### config.mk
export PLATFORM = sky130hd
export DESIGN_NAME = parallel_lcd_bus_master
export DESIGN_NICKNAME = d
export VERILOG_FILES = /design/src/rtl/plcd_pkg.sv /design/src/rtl/plcd_seq.sv /design/src/rtl/parallel_lcd_bus_master.sv
export SDC_FILE = /design/constraint.sdc
export NUM_CORES = 1
export LEC_CHECK = 0
export BUFFER_PORTS_ARGS = -buffer_cell sky130_fd_sc_hd__buf_4
export CORE_ASPECT_RATIO = 1.75
export CORE_UTILIZATION = 40
export CTS_CLUSTER_DIAMETER = 150
export DETAILED_ROUTE_END_ITERATION = 8
export GPL_TIMING_DRIVEN = 0
export HOLD_SLACK_MARGIN = 0.1
export SYNTH_ARGS = -nofsm -noshare
export SYNTH_HDL_FRONTEND = slang
export SYNTH_HIERARCHICAL = 1
export SYNTH_SLANG_ARGS = --single-unit
### constraint.sdc
create_clock -name clk -period 8.9 [get_ports clk]
set_input_delay 0.89 -clock clk [delete_from_list [all_inputs] [get_ports clk]]
set_output_delay 0.89 -clock clk [all_outputs]
set_load 0.005 [all_outputs]
### src/rtl/plcd_pkg.sv
`timescale 1ns / 1ps
// Shared types, codes and the microcode ROM of the parallel panel bus master.
// No dependencies.
package plcd_pkg;

    localparam int MAX_FILL = 16;
    localparam int CNT_W    = 5;
    localparam int PC_W     = 5;

    typedef logic [PC_W-1:0]  pc_t;
    typedef logic [CNT_W-1:0] cnt_t;

    // command codes
    localparam logic [2:0] CMD_RESET     = 3'd0;
    localparam logic [2:0] CMD_WRITE     = 3'd1;
    localparam logic [2:0] CMD_FILL      = 3'd2;
    localparam logic [2:0] CMD_ARR_START = 3'd3;
    localparam logic [2:0] CMD_ARR_WORD  = 3'd4;
    localparam logic [2:0] CMD_READ      = 3'd5;

    typedef enum logic [2:0] {
        KIND_NONE  = 3'd0,
        KIND_RESET = 3'd1,
        KIND_INDEX = 3'd2,
        KIND_WRITE = 3'd3,
        KIND_READ  = 3'd4
    } kind_t;

    typedef enum logic [2:0] {
        SRC_ZERO,
        SRC_REG,
        SRC_WORD_HI,
        SRC_WORD_LO,
        SRC_PANEL_HI,
        SRC_PANEL_LO
    } src_t;

    // condition used for release and last flags
    typedef enum logic [2:0] {
        C_NO,
        C_YES,
        C_CNT_ZERO,
        C_CNT_ONE,
        C_LASTW
    } cond_t;

    typedef enum logic [1:0] {
        ST_OK         = 2'd0,
        ST_NO_ARRAY   = 2'd1,
        ST_ARRAY_BUSY = 2'd2
    } st_t;

    // microcode word
    typedef struct packed {
        kind_t kind;
        src_t  src;
        logic  sel;
        cond_t rel;
        cond_t last;
        logic  rval_en;
        st_t   status;
        logic  arr_set;
        logic  arr_clr;
        logic  cnt_dec;
        logic  jmp;
        pc_t   target;
    } ucw_t;

    // resolved controls for one beat
    typedef struct packed {
        kind_t kind;
        src_t  src;
        logic  sel;
        logic  rel;
        logic  last;
        logic  rval_en;
        st_t   status;
        logic  arr_set;
        logic  arr_clr;
    } beat_ctl_t;

    // program entry points
    localparam pc_t PC_RST  = 5'd0;   // 5 steps
    localparam pc_t PC_WR   = 5'd5;   // 4 steps
    localparam pc_t PC_FILL = 5'd9;   // 4 steps, loop on the last two
    localparam pc_t PC_LOOP = 5'd11;
    localparam pc_t PC_AST  = 5'd13;  // 2 steps
    localparam pc_t PC_AWD  = 5'd15;  // 2 steps
    localparam pc_t PC_RD   = 5'd17;  // 4 steps
    localparam pc_t PC_ERR1 = 5'd21;
    localparam pc_t PC_ERR2 = 5'd22;
    localparam pc_t PC_NONE = 5'd23;

    function automatic ucw_t uc(kind_t k, src_t s, logic sel, cond_t rel, cond_t last,
                                logic rv, st_t st, logic aset, logic aclr, logic dec,
                                logic jmp, pc_t tgt);
        ucw_t w;
        w.kind    = k;
        w.src     = s;
        w.sel     = sel;
        w.rel     = rel;
        w.last    = last;
        w.rval_en = rv;
        w.status  = st;
        w.arr_set = aset;
        w.arr_clr = aclr;
        w.cnt_dec = dec;
        w.jmp     = jmp;
        w.target  = tgt;
        return w;
    endfunction

    function automatic ucw_t ucode_rom(pc_t pc);
        ucw_t w;
        unique case (pc)
            // reset: pulse, four zero index writes
            5'd0:  w = uc(KIND_RESET, SRC_ZERO, 1'b1, C_NO, C_NO, 1'b0, ST_OK,
                          1'b0, 1'b0, 1'b0, 1'b0, PC_RST);
            5'd1, 5'd2, 5'd3:
                   w = uc(KIND_INDEX, SRC_ZERO, 1'b0, C_NO, C_NO, 1'b0, ST_OK,
                          1'b0, 1'b0, 1'b0, 1'b0, PC_RST);
            5'd4:  w = uc(KIND_INDEX, SRC_ZERO, 1'b0, C_YES, C_YES, 1'b0, ST_OK,
                          1'b0, 1'b0, 1'b0, 1'b0, PC_RST);
            // write word
            5'd5:  w = uc(KIND_INDEX, SRC_ZERO, 1'b0, C_NO, C_NO, 1'b0, ST_OK,
                          1'b0, 1'b0, 1'b0, 1'b0, PC_RST);
            5'd6:  w = uc(KIND_INDEX, SRC_REG, 1'b0, C_NO, C_NO, 1'b0, ST_OK,
                          1'b0, 1'b0, 1'b0, 1'b0, PC_RST);
            5'd7:  w = uc(KIND_WRITE, SRC_WORD_HI, 1'b1, C_NO, C_NO, 1'b0, ST_OK,
                          1'b0, 1'b0, 1'b0, 1'b0, PC_RST);
            5'd8:  w = uc(KIND_WRITE, SRC_WORD_LO, 1'b1, C_YES, C_YES, 1'b0, ST_OK,
                          1'b0, 1'b0, 1'b0, 1'b0, PC_RST);
            // fill: empty fill ends after the index phase
            5'd9:  w = uc(KIND_INDEX, SRC_ZERO, 1'b0, C_NO, C_NO, 1'b0, ST_OK,
                          1'b0, 1'b0, 1'b0, 1'b0, PC_RST);
            5'd10: w = uc(KIND_INDEX, SRC_REG, 1'b0, C_CNT_ZERO, C_CNT_ZERO, 1'b0, ST_OK,
                          1'b0, 1'b0, 1'b0, 1'b0, PC_RST);
            5'd11: w = uc(KIND_WRITE, SRC_WORD_HI, 1'b1, C_NO, C_NO, 1'b0, ST_OK,
                          1'b0, 1'b0, 1'b0, 1'b0, PC_RST);
            5'd12: w = uc(KIND_WRITE, SRC_WORD_LO, 1'b1, C_CNT_ONE, C_CNT_ONE, 1'b0, ST_OK,
                          1'b0, 1'b0, 1'b1, 1'b1, PC_LOOP);
            // array start
            5'd13: w = uc(KIND_INDEX, SRC_ZERO, 1'b0, C_NO, C_NO, 1'b0, ST_OK,
                          1'b0, 1'b0, 1'b0, 1'b0, PC_RST);
            5'd14: w = uc(KIND_INDEX, SRC_REG, 1'b0, C_NO, C_YES, 1'b0, ST_OK,
                          1'b1, 1'b0, 1'b0, 1'b0, PC_RST);
            // array word
            5'd15: w = uc(KIND_WRITE, SRC_WORD_HI, 1'b1, C_NO, C_NO, 1'b0, ST_OK,
                          1'b0, 1'b0, 1'b0, 1'b0, PC_RST);
            5'd16: w = uc(KIND_WRITE, SRC_WORD_LO, 1'b1, C_LASTW, C_YES, 1'b0, ST_OK,
                          1'b0, 1'b1, 1'b0, 1'b0, PC_RST);
            // read
            5'd17: w = uc(KIND_INDEX, SRC_ZERO, 1'b0, C_NO, C_NO, 1'b0, ST_OK,
                          1'b0, 1'b0, 1'b0, 1'b0, PC_RST);
            5'd18: w = uc(KIND_INDEX, SRC_REG, 1'b0, C_NO, C_NO, 1'b0, ST_OK,
                          1'b0, 1'b0, 1'b0, 1'b0, PC_RST);
            5'd19: w = uc(KIND_READ, SRC_PANEL_HI, 1'b1, C_NO, C_NO, 1'b0, ST_OK,
                          1'b0, 1'b0, 1'b0, 1'b0, PC_RST);
            5'd20: w = uc(KIND_READ, SRC_PANEL_LO, 1'b1, C_YES, C_YES, 1'b1, ST_OK,
                          1'b0, 1'b0, 1'b0, 1'b0, PC_RST);
            // single-beat error and no-op results
            5'd21: w = uc(KIND_NONE, SRC_ZERO, 1'b1, C_NO, C_YES, 1'b0, ST_NO_ARRAY,
                          1'b0, 1'b0, 1'b0, 1'b0, PC_RST);
            5'd22: w = uc(KIND_NONE, SRC_ZERO, 1'b1, C_NO, C_YES, 1'b0, ST_ARRAY_BUSY,
                          1'b0, 1'b0, 1'b0, 1'b0, PC_RST);
            default:
                   w = uc(KIND_NONE, SRC_ZERO, 1'b1, C_NO, C_YES, 1'b0, ST_OK,
                          1'b0, 1'b0, 1'b0, 1'b0, PC_RST);
        endcase
        return w;
    endfunction

endpackage

### src/rtl/plcd_seq.sv
`timescale 1ns / 1ps
// Microcode sequencer: entry decode, step counter, fill repeat counter.
// Depends on plcd_pkg (ROM and control types).
module plcd_seq
    import plcd_pkg::*;
(
    input  logic       clk,
    input  logic       rst_n,
    input  logic       start,
    input  logic [2:0] command,
    input  logic       array_open,
    input  logic [4:0] fill_count,
    input  logic       last_word,
    input  logic       step,
    output logic       busy,
    output beat_ctl_t  ctl
);

    logic busy_reg, busy_next;
    pc_t  pc_reg, pc_next;
    cnt_t cnt_reg, cnt_next;
    logic lastw_reg, lastw_next;
    pc_t  entry_pc;
    ucw_t ucw;
    logic cnt_zero, cnt_one;

    function automatic logic cond_eval(cond_t c, logic cz, logic c1, logic lw);
        logic r;
        unique case (c)
            C_NO:       r = 1'b0;
            C_YES:      r = 1'b1;
            C_CNT_ZERO: r = cz;
            C_CNT_ONE:  r = c1;
            C_LASTW:    r = lw;
            default:    r = 1'b0;
        endcase
        return r;
    endfunction

    always_comb
    begin
        if (array_open)
        begin
            entry_pc = (command == CMD_ARR_WORD) ? PC_AWD : PC_ERR2;
        end
        else
        begin
            unique case (command)
                CMD_RESET:     entry_pc = PC_RST;
                CMD_WRITE:     entry_pc = PC_WR;
                CMD_FILL:      entry_pc = PC_FILL;
                CMD_ARR_START: entry_pc = PC_AST;
                CMD_ARR_WORD:  entry_pc = PC_ERR1;
                CMD_READ:      entry_pc = PC_RD;
                default:       entry_pc = PC_NONE;
            endcase
        end
    end

    assign ucw      = ucode_rom(pc_reg);
    assign cnt_zero = (cnt_reg == '0);
    assign cnt_one  = (cnt_reg == cnt_t'(1));

    always_comb
    begin
        ctl.kind    = ucw.kind;
        ctl.src     = ucw.src;
        ctl.sel     = ucw.sel;
        ctl.rel     = cond_eval(ucw.rel, cnt_zero, cnt_one, lastw_reg);
        ctl.last    = cond_eval(ucw.last, cnt_zero, cnt_one, lastw_reg);
        ctl.rval_en = ucw.rval_en;
        ctl.status  = ucw.status;
        ctl.arr_set = ucw.arr_set;
        ctl.arr_clr = ucw.arr_clr & lastw_reg;
    end

    always_comb
    begin
        busy_next  = busy_reg;
        pc_next    = pc_reg;
        cnt_next   = cnt_reg;
        lastw_next = lastw_reg;
        if (start)
        begin
            busy_next  = 1'b1;
            pc_next    = entry_pc;
            cnt_next   = (fill_count > cnt_t'(MAX_FILL)) ? cnt_t'(MAX_FILL) : fill_count;
            lastw_next = last_word;
        end
        else if (step)
        begin
            if (ctl.last)
            begin
                busy_next = 1'b0;
            end
            else
            begin
                pc_next = ucw.jmp ? ucw.target : pc_reg + pc_t'(1);
            end
            if (ucw.cnt_dec)
            begin
                cnt_next = cnt_reg - cnt_t'(1);
            end
        end
    end

    always_ff @(posedge clk or negedge rst_n)
    begin
        if (!rst_n)
        begin
            busy_reg  <= 1'b0;
            pc_reg    <= PC_RST;
            cnt_reg   <= '0;
            lastw_reg <= 1'b0;
        end
        else
        begin
            busy_reg  <= busy_next;
            pc_reg    <= pc_next;
            cnt_reg   <= cnt_next;
            lastw_reg <= lastw_next;
        end
    end

    assign busy = busy_reg;

endmodule

### src/rtl/parallel_lcd_bus_master.sv
`timescale 1ns / 1ps
// Top level of the 8080-style parallel panel bus master.
// Depends on plcd_pkg and plcd_seq.
//
// Takes one command beat and emits one output beat per panel bus strobe,
// tlast on the final strobe of the command. A command is accepted when the
// sequencer is idle; the microcode program then emits one strobe per cycle,
// while the output side accepts beats, into a single output register. A
// command makes 1 strobe for errors, 2 for an array word or array start, 4
// for write and read, 5 for reset, 2 + 2 * count for fill (count capped at
// 16). Array state carries across commands; reset of rst_n closes any open
// array.
module parallel_lcd_bus_master
    import plcd_pkg::*;
(
    input  logic        clk,
    input  logic        rst_n,
    input  logic        s_axis_tvalid,
    output logic        s_axis_tready,
    // [7:0] register_index, [23:8] data_word, [28:24] fill_count,
    // [36:29] panel_high_byte, [44:37] panel_low_byte, [47:45] zero
    input  logic [47:0] s_axis_tdata,
    // [2:0] command
    input  logic [2:0]  s_axis_tuser,
    // last_word
    input  logic        s_axis_tlast,
    output logic        m_axis_tvalid,
    input  logic        m_axis_tready,
    // [7:0] bus_byte, [8] select_level, [9] release_chip_select,
    // [25:10] read_value, [27:26] status, [31:28] zero
    output logic [31:0] m_axis_tdata,
    // [2:0] beat_kind
    output logic [2:0]  m_axis_tuser,
    // last
    output logic        m_axis_tlast
);

    logic       busy, start, step;
    beat_ctl_t  ctl;

    logic [7:0]  reg_index_reg;
    logic [15:0] word_reg;
    logic [7:0]  panel_hi_reg, panel_lo_reg;
    logic        array_open_reg, array_open_next;

    logic        m_valid_reg, m_valid_next;
    logic [2:0]  kind_reg;
    logic [7:0]  byte_reg;
    logic        sel_reg, rel_reg, last_reg;
    logic [15:0] rval_reg;
    logic [1:0]  status_reg;
    logic [7:0]  beat_byte;

    assign s_axis_tready = !busy;
    assign start = s_axis_tvalid && !busy;
    assign step  = busy && (!m_valid_reg || m_axis_tready);

    plcd_seq u_seq (
        .clk        (clk),
        .rst_n      (rst_n),
        .start      (start),
        .command    (s_axis_tuser),
        .array_open (array_open_reg),
        .fill_count (s_axis_tdata[28:24]),
        .last_word  (s_axis_tlast),
        .step       (step),
        .busy       (busy),
        .ctl        (ctl)
    );

    always_comb
    begin
        unique case (ctl.src)
            SRC_ZERO:     beat_byte = 8'h00;
            SRC_REG:      beat_byte = reg_index_reg;
            SRC_WORD_HI:  beat_byte = word_reg[15:8];
            SRC_WORD_LO:  beat_byte = word_reg[7:0];
            SRC_PANEL_HI: beat_byte = panel_hi_reg;
            SRC_PANEL_LO: beat_byte = panel_lo_reg;
            default:      beat_byte = 8'h00;
        endcase
    end

    always_comb
    begin
        array_open_next = array_open_reg;
        if (step && ctl.arr_set)
        begin
            array_open_next = 1'b1;
        end
        else if (step && ctl.arr_clr)
        begin
            array_open_next = 1'b0;
        end

        m_valid_next = m_valid_reg;
        if (step)
        begin
            m_valid_next = 1'b1;
        end
        else if (m_axis_tready)
        begin
            m_valid_next = 1'b0;
        end
    end

    always_ff @(posedge clk or negedge rst_n)
    begin
        if (!rst_n)
        begin
            array_open_reg <= 1'b0;
            m_valid_reg    <= 1'b0;
        end
        else
        begin
            array_open_reg <= array_open_next;
            m_valid_reg    <= m_valid_next;
        end
    end

    // item payload
    always_ff @(posedge clk)
    begin
        if (start)
        begin
            reg_index_reg <= s_axis_tdata[7:0];
            word_reg      <= s_axis_tdata[23:8];
            panel_hi_reg  <= s_axis_tdata[36:29];
            panel_lo_reg  <= s_axis_tdata[44:37];
        end
    end

    // output beat register
    always_ff @(posedge clk)
    begin
        if (step)
        begin
            kind_reg   <= ctl.kind;
            byte_reg   <= beat_byte;
            sel_reg    <= ctl.sel;
            rel_reg    <= ctl.rel;
            last_reg   <= ctl.last;
            rval_reg   <= ctl.rval_en ? {panel_hi_reg, panel_lo_reg} : 16'h0000;
            status_reg <= ctl.status;
        end
    end

    assign m_axis_tvalid = m_valid_reg;
    assign m_axis_tdata  = {4'h0, status_reg, rval_reg, rel_reg, sel_reg, byte_reg};
    assign m_axis_tuser  = kind_reg;
    assign m_axis_tlast  = last_reg;

endmodule
==> impl_metrics.ini <==
[run_status]
status = complete, no violations

[clock_tree]
tritoncts.num_buffers = 9
clk_root_buffer_cell = sky130_fd_sc_hd__clkbuf_16
cts-htree-levels = 3
cts_setup_buffers = 0
cts_max_path_buffers = 2
tritoncts = done
clock_input_transition_at_the_sequential_cells_of_the_worst_setup_and_hold_paths_ns = 0.06
clock_latency_ns = 0.33
cts_repair_resize_count = 0
cts_num_sinks = 86
postCtsHoldBufs = 0

[drt]
dr.first_iter.drc_count = 234
postRouteWirelength_um = 8710
drt_pass1_iterations = 4
num_vias = 2722
wire_per_inst_um = 16.3
detail_route.drc_violations = 0
ant_nets = 0
avgViaCountPerCell = 5.10

[setup_path]
critical-path-slowest-cell = sky130_fd_sc_hd__dfrtp_1
crit-reg2reg-launch = u_seq/pc_reg[0]
worst-r2r-cell-count = 11
cpMostUsedCell = sky130_fd_sc_hd__buf_4
critPathLaunchType = register
crit-reg2reg-capture = byte_reg[4]
crit_path_cells = inv_1 -> ha_1 -> buf_6 -> nor2b_1 -> a21oi_1 -> o22ai_1 -> buf_4 -> nor2b_4 -> buf_4 -> a221oi_1 -> a31oi_1
reg2reg_slack_ns = 6.34
biggest_cell_delay_along_the_critical_path_ns = 0.51
timing.critical_path.required_ns = 8.96
critical_path.max_fanout = 10
worstPathArrival_ns = 2.62
worstSetupEndpointType = register
timing.setup.critical_path_class = reg2reg

[synthesis]
synth_area_sq_mm = 0.00399
netlist-cell-type-count = 47
ys_warn_count = 6
synth-main-ff-cell = sky130_fd_sc_hd__edfxtp_1
ys_ff_latch = 86
postSynthAreaPerCell_sq_um = 13.1
synth.cells.most_frequent = 72 x sky130_fd_sc_hd__edfxtp_1, 20 x sky130_fd_sc_hd__nand2_1, 18 x sky130_fd_sc_hd__inv_1
synth.area.top_cells = sky130_fd_sc_hd__edfxtp_1 54%, sky130_fd_sc_hd__dfrtp_1 8.8%, sky130_fd_sc_hd__ha_1 3.8%, sky130_fd_sc_hd__mux2i_1 2.8%, sky130_fd_sc_hd__and2_1 2.7%
seq_total_area_yosys_pct = 62.9
synth_cells = 306
synth_enable_flop_cells = 72
netlist.top_cell.by_area = sky130_fd_sc_hd__edfxtp_1
synth_top_cell_area_share_pct = 54.1
synth.most_common_cell = sky130_fd_sc_hd__edfxtp_1
ys_async_sr_fraction_pct = 16.3

[timing]
finalWorstPathRequiredPeriod_ns = 2.56
max_freq_ghz = 0.391
timing.slew.headroom_pct = 43.5
tightest_slew_ns = 0.847
fin_worst_skew_ns = 0.0114
finalSetupTns_ns = 0
post-route-period-util_pct = 28.8
final_max_slew_viols = 0
finalHoldViolations = 0
rsz0062_at_grt = false
finalSetupViolations = 0

[place]
gp_routability_congestion = 0.854
dp.final_hpwl_um = 6510
place.detailed.instances = 518
buffer_ports.inserted = 86

[floorplan]
core-area_sq_mm = 0.00959
fp.dieH_um = 134
ios = 94
placementRows = 47
start_util_pct = 41.7
dieWidth_um = 77.5
die_area_sq_mm = 0.0104

[global_routing]
grt_antenna_before_repair = 0
number_of_global_route_vias_before_repair = 2708
grt.overflow.total = 0
grt_start_max_net_pins = 38
grt_pass1_wl_um = 13800
grt.total_usage_pct = 17.7

[finish]
area_delta_synth_final_pct = 28.1
fin_cells = 534
final_net_count = 475
drive_above_1_share_pct = 33.3
postLayoutCoreUtil_pct = 53.4
n_antenna_cell = 0

[run]
maxCapViolCount = 0

[power_and_ir_drop]
totalPowerFinal_uw = 1710
worst_vdd_ir_mv = 0.148
power.static_leakage_uw = 0.00208
power_per_cell_area_mw_per_mm2 = 334

[hold_path]
min_delay_path_class = in2async
[layer usage]
metal	global-route usage, %	wire (um)
met1	18.8	3190
met2	34.0	5040
met3	3.33	344
met4	6.18	131
met5	0	0
[worst max-delay path, delay by kind of cell, from the launching register on]
| kind | cells | cell delay [ns] |
|---|---|---|
| buffers and inverters | 4 | 0.63 |
| DFF | 1 | 0.51 |
| adders and majority gates | 1 | 0.23 |
| and+or+nand+nor | 2 | 0.30 |
| AOI/OAI and AO/OA | 4 | 0.60 |
[through the flow]
step	hold WS, ns	area, sq um	worst slack, ns
global placement	0.510	4800	4.15
finish	0.403	5120	6.34
global route	0.406	5120	6.07
floorplan	0.481	4010	5.22
detailed placement	0.515	4830	6.07
CTS	0.397	5120	6.35
[cells in the final DEF, fill, tap and decap left out, types with 2 or more instances in the layout]
cell type / n
sky130_fd_sc_hd__a221oi_1: 7
sky130_fd_sc_hd__clkbuf_16: 9
sky130_fd_sc_hd__a21o_1: 2
sky130_fd_sc_hd__nand3_1: 4
sky130_fd_sc_hd__nor2_1: 12
sky130_fd_sc_hd__inv_1: 18
sky130_fd_sc_hd__buf_2: 3
sky130_fd_sc_hd__o31ai_1: 2
sky130_fd_sc_hd__mux2i_1: 11
sky130_fd_sc_hd__a31oi_1: 12
sky130_fd_sc_hd__nand2_1: 20
sky130_fd_sc_hd__xnor2_1: 3
sky130_fd_sc_hd__nor2b_4: 2
sky130_fd_sc_hd__a21oi_1: 16
sky130_fd_sc_hd__a211oi_1: 2
sky130_fd_sc_hd__mux2_2: 2
sky130_fd_sc_hd__o22ai_1: 9
sky130_fd_sc_hd__nor2b_1: 4
sky130_fd_sc_hd__nor3_1: 8
sky130_fd_sc_hd__edfxtp_1: 72
sky130_fd_sc_hd__buf_6: 3
sky130_fd_sc_hd__o21ai_0: 6
sky130_fd_sc_hd__or2_2: 7
sky130_fd_sc_hd__and2_1: 16
sky130_fd_sc_hd__a211o_1: 2
sky130_fd_sc_hd__dfrtp_1: 14
sky130_fd_sc_hd__conb_1: 4
sky130_fd_sc_hd__ha_1: 12
sky130_fd_sc_hd__clkbuf_1: 7
sky130_fd_sc_hd__buf_4: 97
sky130_fd_sc_hd__a41o_1: 2
sky130_fd_sc_hd__nand2b_1: 2
[layout make-up]
cell class | instances | area, sq um
Fill cell | 826 | 4470
Sequential cell | 86 | 2510
Multi-Input combinational cell | 184 | 1290
Timing Repair Buffer | 87 | 666
Clock buffer | 12 | 236
Tap cell | 122 | 153
Buffer | 21 | 146
Inverter | 18 | 67.6
Clock inverter | 4 | 47.5
[cells by family after synthesis]
kind of cell	synth area share [%]
xor gates and xnor gates	0.877
muxes	3.32
DFF	62.9
AOI/OAI and AO/OA	11.2
other	0.0939
buffers and inverters	5.36
and+or+nand+nor	12.2
adders and majority gates	4.04
[power by group]
group	internal, uW	switching [uW]	total, uW
clock network	217	145	362
logic	312	364	676
registers	600	71.4	672
[worst max-delay path by stage]
stage	end	start	cells past startpoint	slack (ns)
2_1_floorplan	u_seq/lastw_reg	s_axis_tvalid	3	5.22
3_3_place_gp	u_seq/lastw_reg	s_axis_tvalid	4	4.15
3_5_place_dp	u_seq/cnt_reg[4]	m_axis_tready	7	6.07
4_1_cts	byte_reg[4]	u_seq/pc_reg[0]	11	6.35
5_1_grt	byte_reg[4]	u_seq/pc_reg[0]	11	6.07
6_report	byte_reg[4]	u_seq/pc_reg[0]	11	6.34
(Power assumes the default switching activity.)
